==> src/rtl/core/lcdw_pkg.sv <==
// shared types, codes and segment tables of the four-digit segment lcd writer
`default_nettype none

package lcdw_pkg;

    localparam int DIGIT_COUNT_DEF = 4;
    localparam int SHOWN_DIGITS    = 4;
    localparam int IN_WIDTH        = 24;
    localparam int OUT_WIDTH       = 72;
    localparam int REST_WIDTH      = 14;

    typedef enum logic [2:0] {
        ACT_PRINT   = 3'd0,
        ACT_HEX     = 3'd1,
        ACT_DEC     = 3'd2,
        ACT_DOT_SET = 3'd3,
        ACT_DOT_CLR = 3'd4,
        ACT_CLEAR   = 3'd5
    } t_action;

    localparam logic [2:0] STAT_OK        = 3'd0;
    localparam logic [2:0] STAT_DIG_NIB   = 3'd1;
    localparam logic [2:0] STAT_NIB       = 3'd2;
    localparam logic [2:0] STAT_DIG       = 3'd3;
    localparam logic [2:0] STAT_DEC_RANGE = 3'd4;

    localparam logic [7:0]            DOT_MASK      = 8'h11;
    localparam logic [15:0]           DEC_LIMIT     = 16'd9999;
    localparam logic [REST_WIDTH-1:0] DEC_STEP_THOU = 14'd1000;
    localparam logic [REST_WIDTH-1:0] DEC_STEP_HUND = 14'd100;
    localparam logic [REST_WIDTH-1:0] DEC_STEP_TENS = 14'd10;

    typedef enum logic [1:0] {
        PLACE_THOU = 2'd0,
        PLACE_HUND = 2'd1,
        PLACE_TENS = 2'd2
    } t_place;

    typedef enum logic [1:0] {
        S_IDLE   = 2'd0,
        S_CHECK  = 2'd1,
        S_CONV   = 2'd2,
        S_COMMIT = 2'd3
    } t_state;

    typedef struct packed {
        logic load;
        logic conv;
        logic commit;
    } t_dp_cmd;

    typedef struct packed {
        logic dec_run;
        logic conv_done;
        logic out_free;
    } t_dp_status;

    function automatic logic [7:0] seg_upper(input logic [3:0] nib);
        logic [7:0] seg;
        case (nib)
            4'h0: seg = 8'hEE;
            4'h1: seg = 8'h66;
            4'h2: seg = 8'hCC;
            4'h3: seg = 8'hEE;
            4'h4: seg = 8'h66;
            4'h5: seg = 8'hAA;
            4'h6: seg = 8'hAA;
            4'h7: seg = 8'hEE;
            4'h8: seg = 8'hEE;
            4'h9: seg = 8'hEE;
            4'hA: seg = 8'hEE;
            4'hB: seg = 8'h22;
            4'hC: seg = 8'h88;
            4'hD: seg = 8'h66;
            4'hE: seg = 8'h88;
            default: seg = 8'h88;
        endcase
        return seg;
    endfunction

    function automatic logic [7:0] seg_lower(input logic [3:0] nib);
        logic [7:0] seg;
        case (nib)
            4'h0: seg = 8'hBB;
            4'h1: seg = 8'h00;
            4'h2: seg = 8'h77;
            4'h3: seg = 8'h55;
            4'h4: seg = 8'hCC;
            4'h5: seg = 8'hDD;
            4'h6: seg = 8'hFF;
            4'h7: seg = 8'h00;
            4'h8: seg = 8'hFF;
            4'h9: seg = 8'hDD;
            4'hA: seg = 8'hEE;
            4'hB: seg = 8'hFF;
            4'hC: seg = 8'hBB;
            4'hD: seg = 8'h77;
            4'hE: seg = 8'hFF;
            default: seg = 8'hEE;
        endcase
        return seg;
    endfunction

endpackage

`default_nettype wire

==> src/rtl/core/lcdw_ctrl.sv <==
// command sequencer of the segment lcd writer
`default_nettype none

module lcdw_ctrl
    import lcdw_pkg::*;
(
    input  wire logic       i_clk,
    input  wire logic       i_rst_n,
    input  wire logic       i_in_valid,
    input  wire t_dp_status i_status,
    output t_dp_cmd         o_cmd,
    output logic            o_in_ready
);

    t_state r_state;
    t_state n_state;

    always_ff @(posedge i_clk) begin
        if (!i_rst_n) begin
            r_state <= S_IDLE;
        end else begin
            r_state <= n_state;
        end
    end

    always_comb begin
        n_state = r_state;
        case (r_state)
            S_IDLE: begin
                if (i_in_valid) n_state = S_CHECK;
            end
            S_CHECK: begin
                n_state = i_status.dec_run ? S_CONV : S_COMMIT;
            end
            S_CONV: begin
                if (i_status.conv_done) n_state = S_COMMIT;
            end
            S_COMMIT: begin
                if (i_status.out_free) n_state = S_IDLE;
            end
            default: n_state = S_IDLE;
        endcase
    end

    always_comb begin
        o_cmd      = '0;
        o_in_ready = 1'b0;
        case (r_state)
            S_IDLE: begin
                o_in_ready = 1'b1;
                o_cmd.load = i_in_valid;
            end
            S_CONV: begin
                o_cmd.conv = 1'b1;
            end
            S_COMMIT: begin
                o_cmd.commit = i_status.out_free;
            end
            default: begin
                o_cmd = '0;
            end
        endcase
    end

endmodule

`default_nettype wire

==> src/rtl/core/lcdw_datapath.sv <==
// digit stores, decimal conversion and output register of the segment lcd writer
`default_nettype none

module lcdw_datapath
    import lcdw_pkg::*;
#(
    parameter int DIGIT_COUNT = DIGIT_COUNT_DEF
) (
    input  wire logic                 i_clk,
    input  wire logic                 i_rst_n,
    input  wire t_dp_cmd              i_cmd,
    input  wire logic [IN_WIDTH-1:0]  i_in_data,
    input  wire logic                 i_out_ready,
    output t_dp_status                o_status,
    output logic                      o_out_valid,
    output logic [OUT_WIDTH-1:0]      o_out_data
);

    localparam logic [3:0] DigitLimit = 4'(DIGIT_COUNT);

    t_action               r_action;
    logic [2:0]            r_digit;
    logic [15:0]           r_value;
    logic [REST_WIDTH-1:0] r_rest;
    logic [3:0]            r_thou;
    logic [3:0]            r_hund;
    logic [3:0]            r_tens;
    t_place                r_place;

    logic [7:0]            r_upper [DIGIT_COUNT];
    logic [7:0]            r_lower [DIGIT_COUNT];
    logic [7:0]            n_upper [DIGIT_COUNT];
    logic [7:0]            n_lower [DIGIT_COUNT];
    logic [2:0]            n_stat;

    logic                  r_out_valid;
    logic [OUT_WIDTH-1:0]  r_out_data;
    logic [OUT_WIDTH-1:0]  w_out_data;

    logic [REST_WIDTH-1:0] w_step;
    logic                  w_ge;
    logic                  w_dec_ok;
    logic                  w_digit_bad;
    logic                  w_nib_bad;
    logic [15:0]           w_dec_word;

    // subtraction step of the current decimal place
    always_comb begin
        case (r_place)
            PLACE_THOU: w_step = DEC_STEP_THOU;
            PLACE_HUND: w_step = DEC_STEP_HUND;
            PLACE_TENS: w_step = DEC_STEP_TENS;
            default:    w_step = DEC_STEP_TENS;
        endcase
    end

    assign w_ge        = (r_rest >= w_step);
    assign w_dec_ok    = (r_value <= DEC_LIMIT);
    assign w_digit_bad = ({1'b0, r_digit} >= DigitLimit);
    assign w_nib_bad   = |r_value[15:4];
    assign w_dec_word  = {r_thou, r_hund, r_tens, r_rest[3:0]};

    assign o_status.dec_run   = (r_action == ACT_DEC) && w_dec_ok;
    assign o_status.conv_done = (r_place == PLACE_TENS) && !w_ge;
    assign o_status.out_free  = !r_out_valid || i_out_ready;

    always_ff @(posedge i_clk) begin
        if (i_cmd.load) begin
            r_action <= t_action'(i_in_data[2:0]);
            r_digit  <= i_in_data[5:3];
            r_value  <= i_in_data[21:6];
            r_rest   <= i_in_data[6 +: REST_WIDTH];
            r_thou   <= '0;
            r_hund   <= '0;
            r_tens   <= '0;
            r_place  <= PLACE_THOU;
        end else if (i_cmd.conv) begin
            if (w_ge) begin
                r_rest <= r_rest - w_step;
                case (r_place)
                    PLACE_THOU: r_thou <= r_thou + 4'd1;
                    PLACE_HUND: r_hund <= r_hund + 4'd1;
                    default:    r_tens <= r_tens + 4'd1;
                endcase
            end else begin
                case (r_place)
                    PLACE_THOU: r_place <= PLACE_HUND;
                    default:    r_place <= PLACE_TENS;
                endcase
            end
        end
    end

    // store contents and status after the command
    always_comb begin
        logic [3:0] v_nib;
        v_nib  = '0;
        n_stat = STAT_OK;
        for (int i = 0; i < DIGIT_COUNT; i++) begin
            n_upper[i] = r_upper[i];
            n_lower[i] = r_lower[i];
        end
        case (r_action)
            ACT_PRINT: begin
                if (w_digit_bad && w_nib_bad) begin
                    n_stat = STAT_DIG_NIB;
                end else if (w_nib_bad) begin
                    n_stat = STAT_NIB;
                end else if (w_digit_bad) begin
                    n_stat = STAT_DIG;
                end else begin
                    for (int i = 0; i < DIGIT_COUNT; i++) begin
                        if (r_digit == 3'(i)) begin
                            n_upper[i] = seg_upper(r_value[3:0]) | (r_upper[i] & DOT_MASK);
                            n_lower[i] = seg_lower(r_value[3:0]);
                        end
                    end
                end
            end
            ACT_HEX: begin
                for (int i = 0; i < DIGIT_COUNT; i++) begin
                    v_nib      = 4'(32'(r_value) >> (4 * i));
                    n_upper[i] = seg_upper(v_nib) | (r_upper[i] & DOT_MASK);
                    n_lower[i] = seg_lower(v_nib);
                end
            end
            ACT_DEC: begin
                if (!w_dec_ok) begin
                    n_stat = STAT_DEC_RANGE;
                end else begin
                    for (int i = 0; i < DIGIT_COUNT; i++) begin
                        v_nib      = 4'(32'(w_dec_word) >> (4 * i));
                        n_upper[i] = seg_upper(v_nib) | (r_upper[i] & DOT_MASK);
                        n_lower[i] = seg_lower(v_nib);
                    end
                end
            end
            ACT_DOT_SET: begin
                if (w_digit_bad) begin
                    n_stat = STAT_DIG;
                end else begin
                    for (int i = 0; i < DIGIT_COUNT; i++) begin
                        if (r_digit == 3'(i)) n_upper[i] = r_upper[i] | DOT_MASK;
                    end
                end
            end
            ACT_DOT_CLR: begin
                if (w_digit_bad) begin
                    n_stat = STAT_DIG;
                end else begin
                    for (int i = 0; i < DIGIT_COUNT; i++) begin
                        if (r_digit == 3'(i)) n_upper[i] = r_upper[i] & ~DOT_MASK;
                    end
                end
            end
            ACT_CLEAR: begin
                for (int i = 0; i < DIGIT_COUNT; i++) begin
                    n_upper[i] = '0;
                    n_lower[i] = '0;
                end
            end
            default: begin
                n_stat = STAT_OK;
            end
        endcase
    end

    always_ff @(posedge i_clk) begin
        if (!i_rst_n) begin
            for (int i = 0; i < DIGIT_COUNT; i++) begin
                r_upper[i] <= '0;
                r_lower[i] <= '0;
            end
        end else if (i_cmd.commit) begin
            for (int i = 0; i < DIGIT_COUNT; i++) begin
                r_upper[i] <= n_upper[i];
                r_lower[i] <= n_lower[i];
            end
        end
    end

    // result packing, missing digits read as zero
    generate
        for (genvar g = 0; g < SHOWN_DIGITS; g++) begin : g_pack
            if (g < DIGIT_COUNT) begin : g_here
                assign w_out_data[8*g +: 8]                  = n_upper[g];
                assign w_out_data[8*(SHOWN_DIGITS+g) +: 8]   = n_lower[g];
            end else begin : g_absent
                assign w_out_data[8*g +: 8]                  = '0;
                assign w_out_data[8*(SHOWN_DIGITS+g) +: 8]   = '0;
            end
        end
    endgenerate
    assign w_out_data[8*2*SHOWN_DIGITS +: 3]             = n_stat;
    assign w_out_data[OUT_WIDTH-1 : 8*2*SHOWN_DIGITS+3]  = '0;

    always_ff @(posedge i_clk) begin
        if (!i_rst_n) begin
            r_out_valid <= 1'b0;
        end else if (i_cmd.commit) begin
            r_out_valid <= 1'b1;
        end else if (i_out_ready) begin
            r_out_valid <= 1'b0;
        end
    end

    always_ff @(posedge i_clk) begin
        if (i_cmd.commit) begin
            r_out_data <= w_out_data;
        end
    end

    assign o_out_valid = r_out_valid;
    assign o_out_data  = r_out_data;

endmodule

`default_nettype wire

==> src/rtl/core/four_digit_segment_lcd_writer.sv <==
// top level of the four-digit segment lcd writer
`default_nettype none

// Keeps the upper (segments A/B/C plus dot bits 0x11) and lower (segments D/E/F/G)
// segment bytes of each digit and answers every command transfer with one result
// transfer holding all eight bytes and a status. The block works on one command at
// a time: every command passes from the idle state through the check state to the
// commit state, which waits until the output register is free; a decimal print of a
// value up to 9999 also passes through the conversion state, because the datapath
// finds each decimal digit by repeated subtraction, one subtraction per cycle, while
// the sequencer waits in that state. A finished result waits in the output
// register while the next command is taken in.

module four_digit_segment_lcd_writer
    import lcdw_pkg::*;
#(
    parameter int DIGIT_COUNT = DIGIT_COUNT_DEF
) (
    input  wire logic                 i_clk,
    input  wire logic                 i_rst_n,
    input  wire logic                 s_axis_tvalid,
    output logic                      s_axis_tready,
    // action[2:0], digit[5:3], value[21:6], zero fill
    input  wire logic [IN_WIDTH-1:0]  s_axis_tdata,
    output logic                      m_axis_tvalid,
    input  wire logic                 m_axis_tready,
    // upper_byte_0..3[31:0], lower_byte_0..3[63:32], status[66:64], zero fill
    output logic [OUT_WIDTH-1:0]      m_axis_tdata
);

    t_dp_cmd    w_cmd;
    t_dp_status w_status;

    lcdw_ctrl u_ctrl (
        .i_clk      (i_clk),
        .i_rst_n    (i_rst_n),
        .i_in_valid (s_axis_tvalid),
        .i_status   (w_status),
        .o_cmd      (w_cmd),
        .o_in_ready (s_axis_tready)
    );

    lcdw_datapath #(
        .DIGIT_COUNT (DIGIT_COUNT)
    ) u_datapath (
        .i_clk       (i_clk),
        .i_rst_n     (i_rst_n),
        .i_cmd       (w_cmd),
        .i_in_data   (s_axis_tdata),
        .i_out_ready (m_axis_tready),
        .o_status    (w_status),
        .o_out_valid (m_axis_tvalid),
        .o_out_data  (m_axis_tdata)
    );

endmodule

`default_nettype wire
==> config.mk <==
export PLATFORM = sky130hd
export DESIGN_NAME = four_digit_segment_lcd_writer
export DESIGN_NICKNAME = d
export VERILOG_FILES = /design/src/rtl/core/lcdw_pkg.sv /design/src/rtl/core/lcdw_ctrl.sv /design/src/rtl/core/lcdw_datapath.sv /design/src/rtl/core/four_digit_segment_lcd_writer.sv
export SDC_FILE = /design/constraint.sdc
export NUM_CORES = 1
export LEC_CHECK = 0
export BUFFER_PORTS_ARGS = -buffer_cell sky130_fd_sc_hd__buf_2
export CAP_MARGIN = 20
export CELL_PAD_IN_SITES_DETAIL_PLACEMENT = 0
export CELL_PAD_IN_SITES_GLOBAL_PLACEMENT = 1
export CORE_MARGIN = 10
export CORE_UTILIZATION = 52
export DETAILED_ROUTE_END_ITERATION = 8
export PLACE_DENSITY = 0.9
export SLEW_MARGIN = 10
export SYNTH_ARGS = -nofsm -noshare
export SYNTH_HDL_FRONTEND = slang
export SYNTH_SLANG_ARGS = --single-unit
==> constraint.sdc <==
create_clock -name i_clk -period 8.83 [get_ports i_clk]
set_clock_uncertainty 0.2 [all_clocks]
set_input_delay 1.766 -clock i_clk [delete_from_list [all_inputs] [get_ports i_clk]]
set_output_delay 1.766 -clock i_clk [all_outputs]
set_load 0.02 [all_outputs]
Yosys cells after proc, flatten, opt, wreduce, memory -nomap -nowiden
Memories as Yosys holds them, arrays and structs flattened. A register that Yosys moved wholly into a read port is not among the register bits.
Index checks and enable logic that the tools add are counted.
{"block": "op_classes", "add_sub_neg": 4, "n_lt_le_gt_ge": 3, "n_eq_ne": 16, "n_mux": 123, "bitwise": 22, "reduce_logical": 22}
{"cell": "$mux W8", "count": 48}
{"cell": "$mux W32", "count": 8}
{"cell": "$pmux W32 S6", "count": 1}
{"cell": "$pmux W32 S4", "count": 1}
{"cell": "$mux W4", "count": 30}
{"cell": "$or A8 B5 Y8", "count": 12}
{"cell": "$mux W29", "count": 2}
{"cell": "$mux W14", "count": 3}
{"cell": "$mux W5", "count": 8}
{"cell": "$pmux W10 S2", "count": 1}
{"cell": "$le A16 B14 Y1 const B", "count": 1}
{"cell": "$ge A14 B10 Y1", "count": 1}
{"cell": "$sub A14 B10 Y14", "count": 1}
{"cell": "$add A4 B1 Y4 const B", "count": 3}
{"cell": "$eq A3 B2 Y1 const B", "count": 4}
{"cell": "$reduce_and A3 Y1", "count": 4}
{"cell": "$reduce_or A12 Y1", "count": 1}
{"cell": "$mux W1", "count": 11}
{"cell": "$mux W2", "count": 5}
{"cell": "$mux W3", "count": 3}
{"cell": "$pmux W3 S3", "count": 1}
{"cell": "$or A1 B1 Y1", "count": 8}
{"cell": "$pmux W2 S4", "count": 1}
{"cell": "$eq A2 B2 Y1 const B", "count": 3}
{"cell": "15 further kinds", "count": 29}
{"block": "word_totals", "ff_bits": 120, "ramBits": 64, "romBits": 2688, "input_bits": 28, "out_inout_bits": 74, "wordCells": 227, "mem_count": 26}
{"memory": "(no name shown)", "depth": 16, "word_bits": 8, "rd": 1, "rd_ports_with_merged_regs": 1, "wr": 0, "line": "lcdw_pkg.sv:83", "source": "case (nib)"}
{"memory": "(no name shown)", "depth": 16, "word_bits": 8, "rd": 1, "rd_ports_with_merged_regs": 1, "wr": 0, "line": "lcdw_pkg.sv:83"}
{"memory": "(no name shown)", "depth": 16, "word_bits": 8, "rd": 1, "rd_ports_with_merged_regs": 1, "wr": 0, "line": "lcdw_pkg.sv:83"}
{"memory": "(no name shown)", "depth": 16, "word_bits": 8, "rd": 1, "rd_ports_with_merged_regs": 1, "wr": 0, "line": "lcdw_pkg.sv:83"}
{"memory": "(no name shown)", "depth": 16, "word_bits": 8, "rd": 1, "rd_ports_with_merged_regs": 1, "wr": 0, "line": "lcdw_pkg.sv:83"}
{"memory": "(no name shown)", "depth": 16, "word_bits": 8, "rd": 1, "rd_ports_with_merged_regs": 1, "wr": 0, "line": "lcdw_pkg.sv:83"}
{"memory": "+20 memories"}

Longest topological paths before layout
{"block": "depth", "ltp_word": 13, "mapped_depth": 17, "mapped_depth_nobuf": 14}

Cells and area by module
A second synthesis with hierarchy kept.
{"block": "unflattened", "hier_cells": 1189, "hier_area_um2": 12463.2}
{"module": "lcdw_datapath", "n_inst": 1, "cells_each": 1167, "area_per_inst_um2": 12264.3, "seq_area_each_um2": 6436.2}
{"module": "lcdw_ctrl", "n_inst": 1, "cells_each": 22, "area_per_inst_um2": 198.9, "seq_area_each_um2": 40.0}

Worst setup path after synthesis
No wires, ideal clock.
{"block": "synth_timing", "path_kind": "input to register", "from": "in m_axis_tready", "to": "mem u_datapath.r_lower[0][0] (enable)", "setup_time_ps": 432, "arrival_ps": 5201, "setup_slack_ps": 2997, "cell_stages": 3, "path_cell_list": "nand2b_1 > and2_1 > nand2b_1"}
{"item": "from (decl)", "line": "four_digit_segment_lcd_writer.sv:26", "source": "input wire logic m_axis_tready,"}
{"item": "to (decl)", "line": "lcdw_datapath.sv:31", "source": "logic [7:0] r_lower [DIGIT_COUNT];"}

==> run summary <==
After detailed routing, the average wire length per cell comes to 19.0 um. The first-pass GRT wire length came out at 50.0 mm. The total of cells resized after clock tree synthesis came out at 0. The path type of the worst setup path is reg2reg. The top fanout value on the critical path came out at 17. The starting density of the core came out at 52.9%. Relative to the synthesized area, the layout overhead comes to 13.0%. In this run the most critical hold path is launched from u_datapath.r_lower[3][4]$_SDFFCE_PN0P_. Setup violations remaining at the end of the flow were counted as 0. Across the run, the number of max-cap violations was 0. The chip height came out at 178 um. The floorplan has 57 rows. The cell-internal power came out at 2.84 mW. The post-synthesis register bit count is 240. The reg-to-reg setup timing slack came out at 4.07 ns. The final total negative setup slack is 0 ns. The cell leakage power came out at 5.86 nW.

Counting instances, the worst hold path has a depth of 1. Counting distinct cell types in the post-synthesis netlist gives 81. The number of standard cells in the final layout excluding fillers is 1669. The first routing iteration left 775 violations. The wire length after detailed routing is 31.7 mm. The slack of the critical path is 4.07 ns. The relative slew slack came out at 26.4%. The final antenna diode count is 0.

The sequential area share after synthesis came out at 50.2%. 102 I/O pins were placed. The via count of the first global-routing pass came out at 9152. The endpoint arrival time on the critical path came out at 5.00 ns. The core region is 24400 um2. The run finished with clean final reports.

The half-perimeter wire length after placement came out at 22.3 mm. The number of max-slew violations in the final report was 0. Counting instances in the post-synthesis netlist gives the leading cell types as sky130_fd_sc_hd__edfxtp_1, sky130_fd_sc_hd__nor2_1, sky130_fd_sc_hd__nand2_1, sky130_fd_sc_hd__a21oi_1, sky130_fd_sc_hd__o21ai_0. In this run the horizontal extent of the chip is 178 um. The initial antenna violation count is 0. The pin slew with the least headroom to its limit came out at 1.10 ns.

The sequential group share of total power came out at 37.2%. The proportion of layout cells with a drive suffix above 1 came out at 14.6%. The switching part of the total came out at 36.4%. The worst hold path belongs to the class reg2reg. The timing-limited maximum frequency is 210 MHz. The top-area cell type share of the netlist area came out at 38.8%. In this run the mean area of a mapped cell was 10.3 um2. The largest net degree at the start of global routing came out at 70. After detailed routing, the number of remaining DRC violations is 0.

The area of the die came out at 31500 um2. At the placement stage, the worst setup path has a slack of 4.12 ns. The number of port buffers came out at 94. The commonest register cell after synthesis is sky130_fd_sc_hd__edfxtp_1. The weighted congestion reported at the end of routability-driven placement came out at 0.922. The number of hold buffers added after CTS is 0.

The worst setup path is captured at a flip-flop. The detail-routed via count per cell is 5.86. The cell count after synthesis came out at 1254.

The synthesized design contains 167 enable-type register cells. The fraction of the core area covered by cells at the end of the flow is 59.8%. The total routing resource utilization after global routing came out at 19.6%. The insertion delay to the later sink of the worst-skew pair came out at 0.54 ns. The cell count after placement came out at 1621. The iteration count of the initial detailed-routing pass came out at 5. The number of warnings issued by yosys is 0. The worst setup path is launched from a flip-flop. The startpoint identified for the worst register-to-register timing path is u_datapath.r_place[1]$_SDFFE_PP0P_.

The async set or reset register ratio after synthesis is 0%. The buffer count from post-CTS setup fixing came out at 0. For hold timing, the worst endpoint is u_datapath.o_out_data[60]$_DFFE_PP_. The total count of hold-check failures in the final report came to 0. The maximum level of the CTS H-tree is 1. TritonCTS built the clock tree.

The time the worst path needs with I/O delays and setup is 4.76 ns. Summed over all instances, the cell type with the most area after synthesis is sky130_fd_sc_hd__edfxtp_1. The final route contains 9788 vias. The register clock-pin slew on the reported worst setup and hold paths came out at 0.06 ns. The areal power density over the cells is 306 nW/um2.

The buffer levels on the longest clock path is 3. Setup repair after global routing left no endpoint under its margin. The post-detailed-route count of antenna-violating nets came out at 0. The CTS sink count is 240. In this run the power spent charging and discharging nets is 1.62 mW. The remaining global-route overflow came out at 0.

The clock network burns 27.6% of the power. Ranked by total cell area, the synthesized netlist is headed by sky130_fd_sc_hd__edfxtp_1, sky130_fd_sc_hd__dfxtp_1, sky130_fd_sc_hd__ha_1. By instance count, the leading cell after synthesis is sky130_fd_sc_hd__edfxtp_1. CTS placed an instance of sky130_fd_sc_hd__clkbuf_16 at the clock tree root. The post-route clock period utilization is 53.9%. After synthesis the cells add up to 12900 um2. The final layout contains 1423 nets. In this run, CTS created clock tree buffers numbering 26. For the worst setup path, the data required time is 9.07 ns. The worst-case vdd ir drop came out at 0.000239 V. The logic gate share of total power came out at 35.2%. The number of cells on the worst reg-to-reg path came out at 12.
==> power groups by stage <==
| stage | clock network (mW) | registers (mW) | logic (mW) |
|---|---|---|---|
| floorplan | 0 | 1.65 | 1.17 |
| global placement | 0 | 1.67 | 1.52 |
| detailed placement | 0 | 1.68 | 1.55 |
| CTS | 1.25 | 1.66 | 1.56 |
| global route | 1.29 | 1.68 | 1.76 |
| finish | 1.23 | 1.66 | 1.57 |
==> cells in the final DEF, fill, tap and decap left out, drive strengths merged, types with 31 or more instances in the layout <==
master and count:
edfxtp 167, nor2 112, nand2 111, buf 108
a21oi 101, o21ai 82, dfxtp 73, ha 69
and2 65, inv 52, o221ai 31
==> cells by family (layout without fill, tap and decap cells) <==
group                    Yosys count  in the layout  synth area share, %
AO/OA/AOI/OAI                    359            359                 18.9
flip-flops                       240            240                 50.2
other                              1              5               0.0291
XOR/XNOR                          21             21                 1.54
adder cells (fa/ha/maj)           70             70                 6.84
multiplexers                      42             42                 3.50
AND/OR/NAND/NOR                  399            399                 15.0
buffers and inverters            122            209                 3.95
==> stage by stage <==
step / hold WS (ns) / total power [mW] / area, um2
after detailed placement: 0.331 / 3.23 / 13600
after global routing: 0.358 / 4.73 / 14600
after floorplan: 0.308 / 2.81 / 12900
final: 0.349 / 4.46 / 14600
after global placement: 0.331 / 3.19 / 13600
after CTS: 0.355 / 4.47 / 14600
==> worst max-delay path by stage <==
stage                                  startpoint                                      to  slack (ns)  depth (start not counted)
3_3_place_gp                        s_axis_tvalid                               flip-flop        4.14                         10
4_1_cts        u_datapath.r_place[1]$_SDFFE_PP0P_                               flip-flop        4.08                         12
6_report       u_datapath.r_place[1]$_SDFFE_PP0P_                               flip-flop        4.07                         12
5_1_grt        u_datapath.r_place[1]$_SDFFE_PP0P_                               flip-flop        3.79                         12
2_1_floorplan                       m_axis_tready  u_datapath.r_lower[0][0]$_SDFFCE_PN0P_        3.00                          3
3_5_place_dp   u_datapath.r_place[1]$_SDFFE_PP0P_                               flip-flop        4.12                         12
==> worst max-delay path, cell delays in order (launching register included) <==
cell                       delay (ns)
sky130_fd_sc_hd__dfxtp_1         0.71
sky130_fd_sc_hd__nor2b_1         0.25
sky130_fd_sc_hd__ha_1            0.40
sky130_fd_sc_hd__a211oi_1        0.26
sky130_fd_sc_hd__o221ai_1        0.23
sky130_fd_sc_hd__a211oi_4        0.56
sky130_fd_sc_hd__and2_4          0.27
sky130_fd_sc_hd__o21a_1          0.36
sky130_fd_sc_hd__mux2i_1         0.53
sky130_fd_sc_hd__inv_1           0.16
sky130_fd_sc_hd__ha_1            0.26
sky130_fd_sc_hd__or3_1           0.37
sky130_fd_sc_hd__o221ai_1        0.09
==> cell type report <==
type	count	area (um2)
clock buffer	28	679
clock inverter	20	305
fill	2054	9800
inverter	53	204
multi-input combinational	896	5950
sequential	240	6480
tap	324	405
timing repair buffer	108	571
==> metal layers <==
| metal | share of wire, % | GRT usage (%) | up-vias |
|---|---|---|---|
| li1 | - | - | 4716 |
| met1 | 45 | 27.4 | 4658 |
| met2 | 44 | 30.0 | 357 |
| met3 | 7.9 | 4.04 | 57 |
| met4 | 2.8 | 5.77 | 0 |
| met5 | 0 | 0 | - |
(Power assumes the default switching activity.)
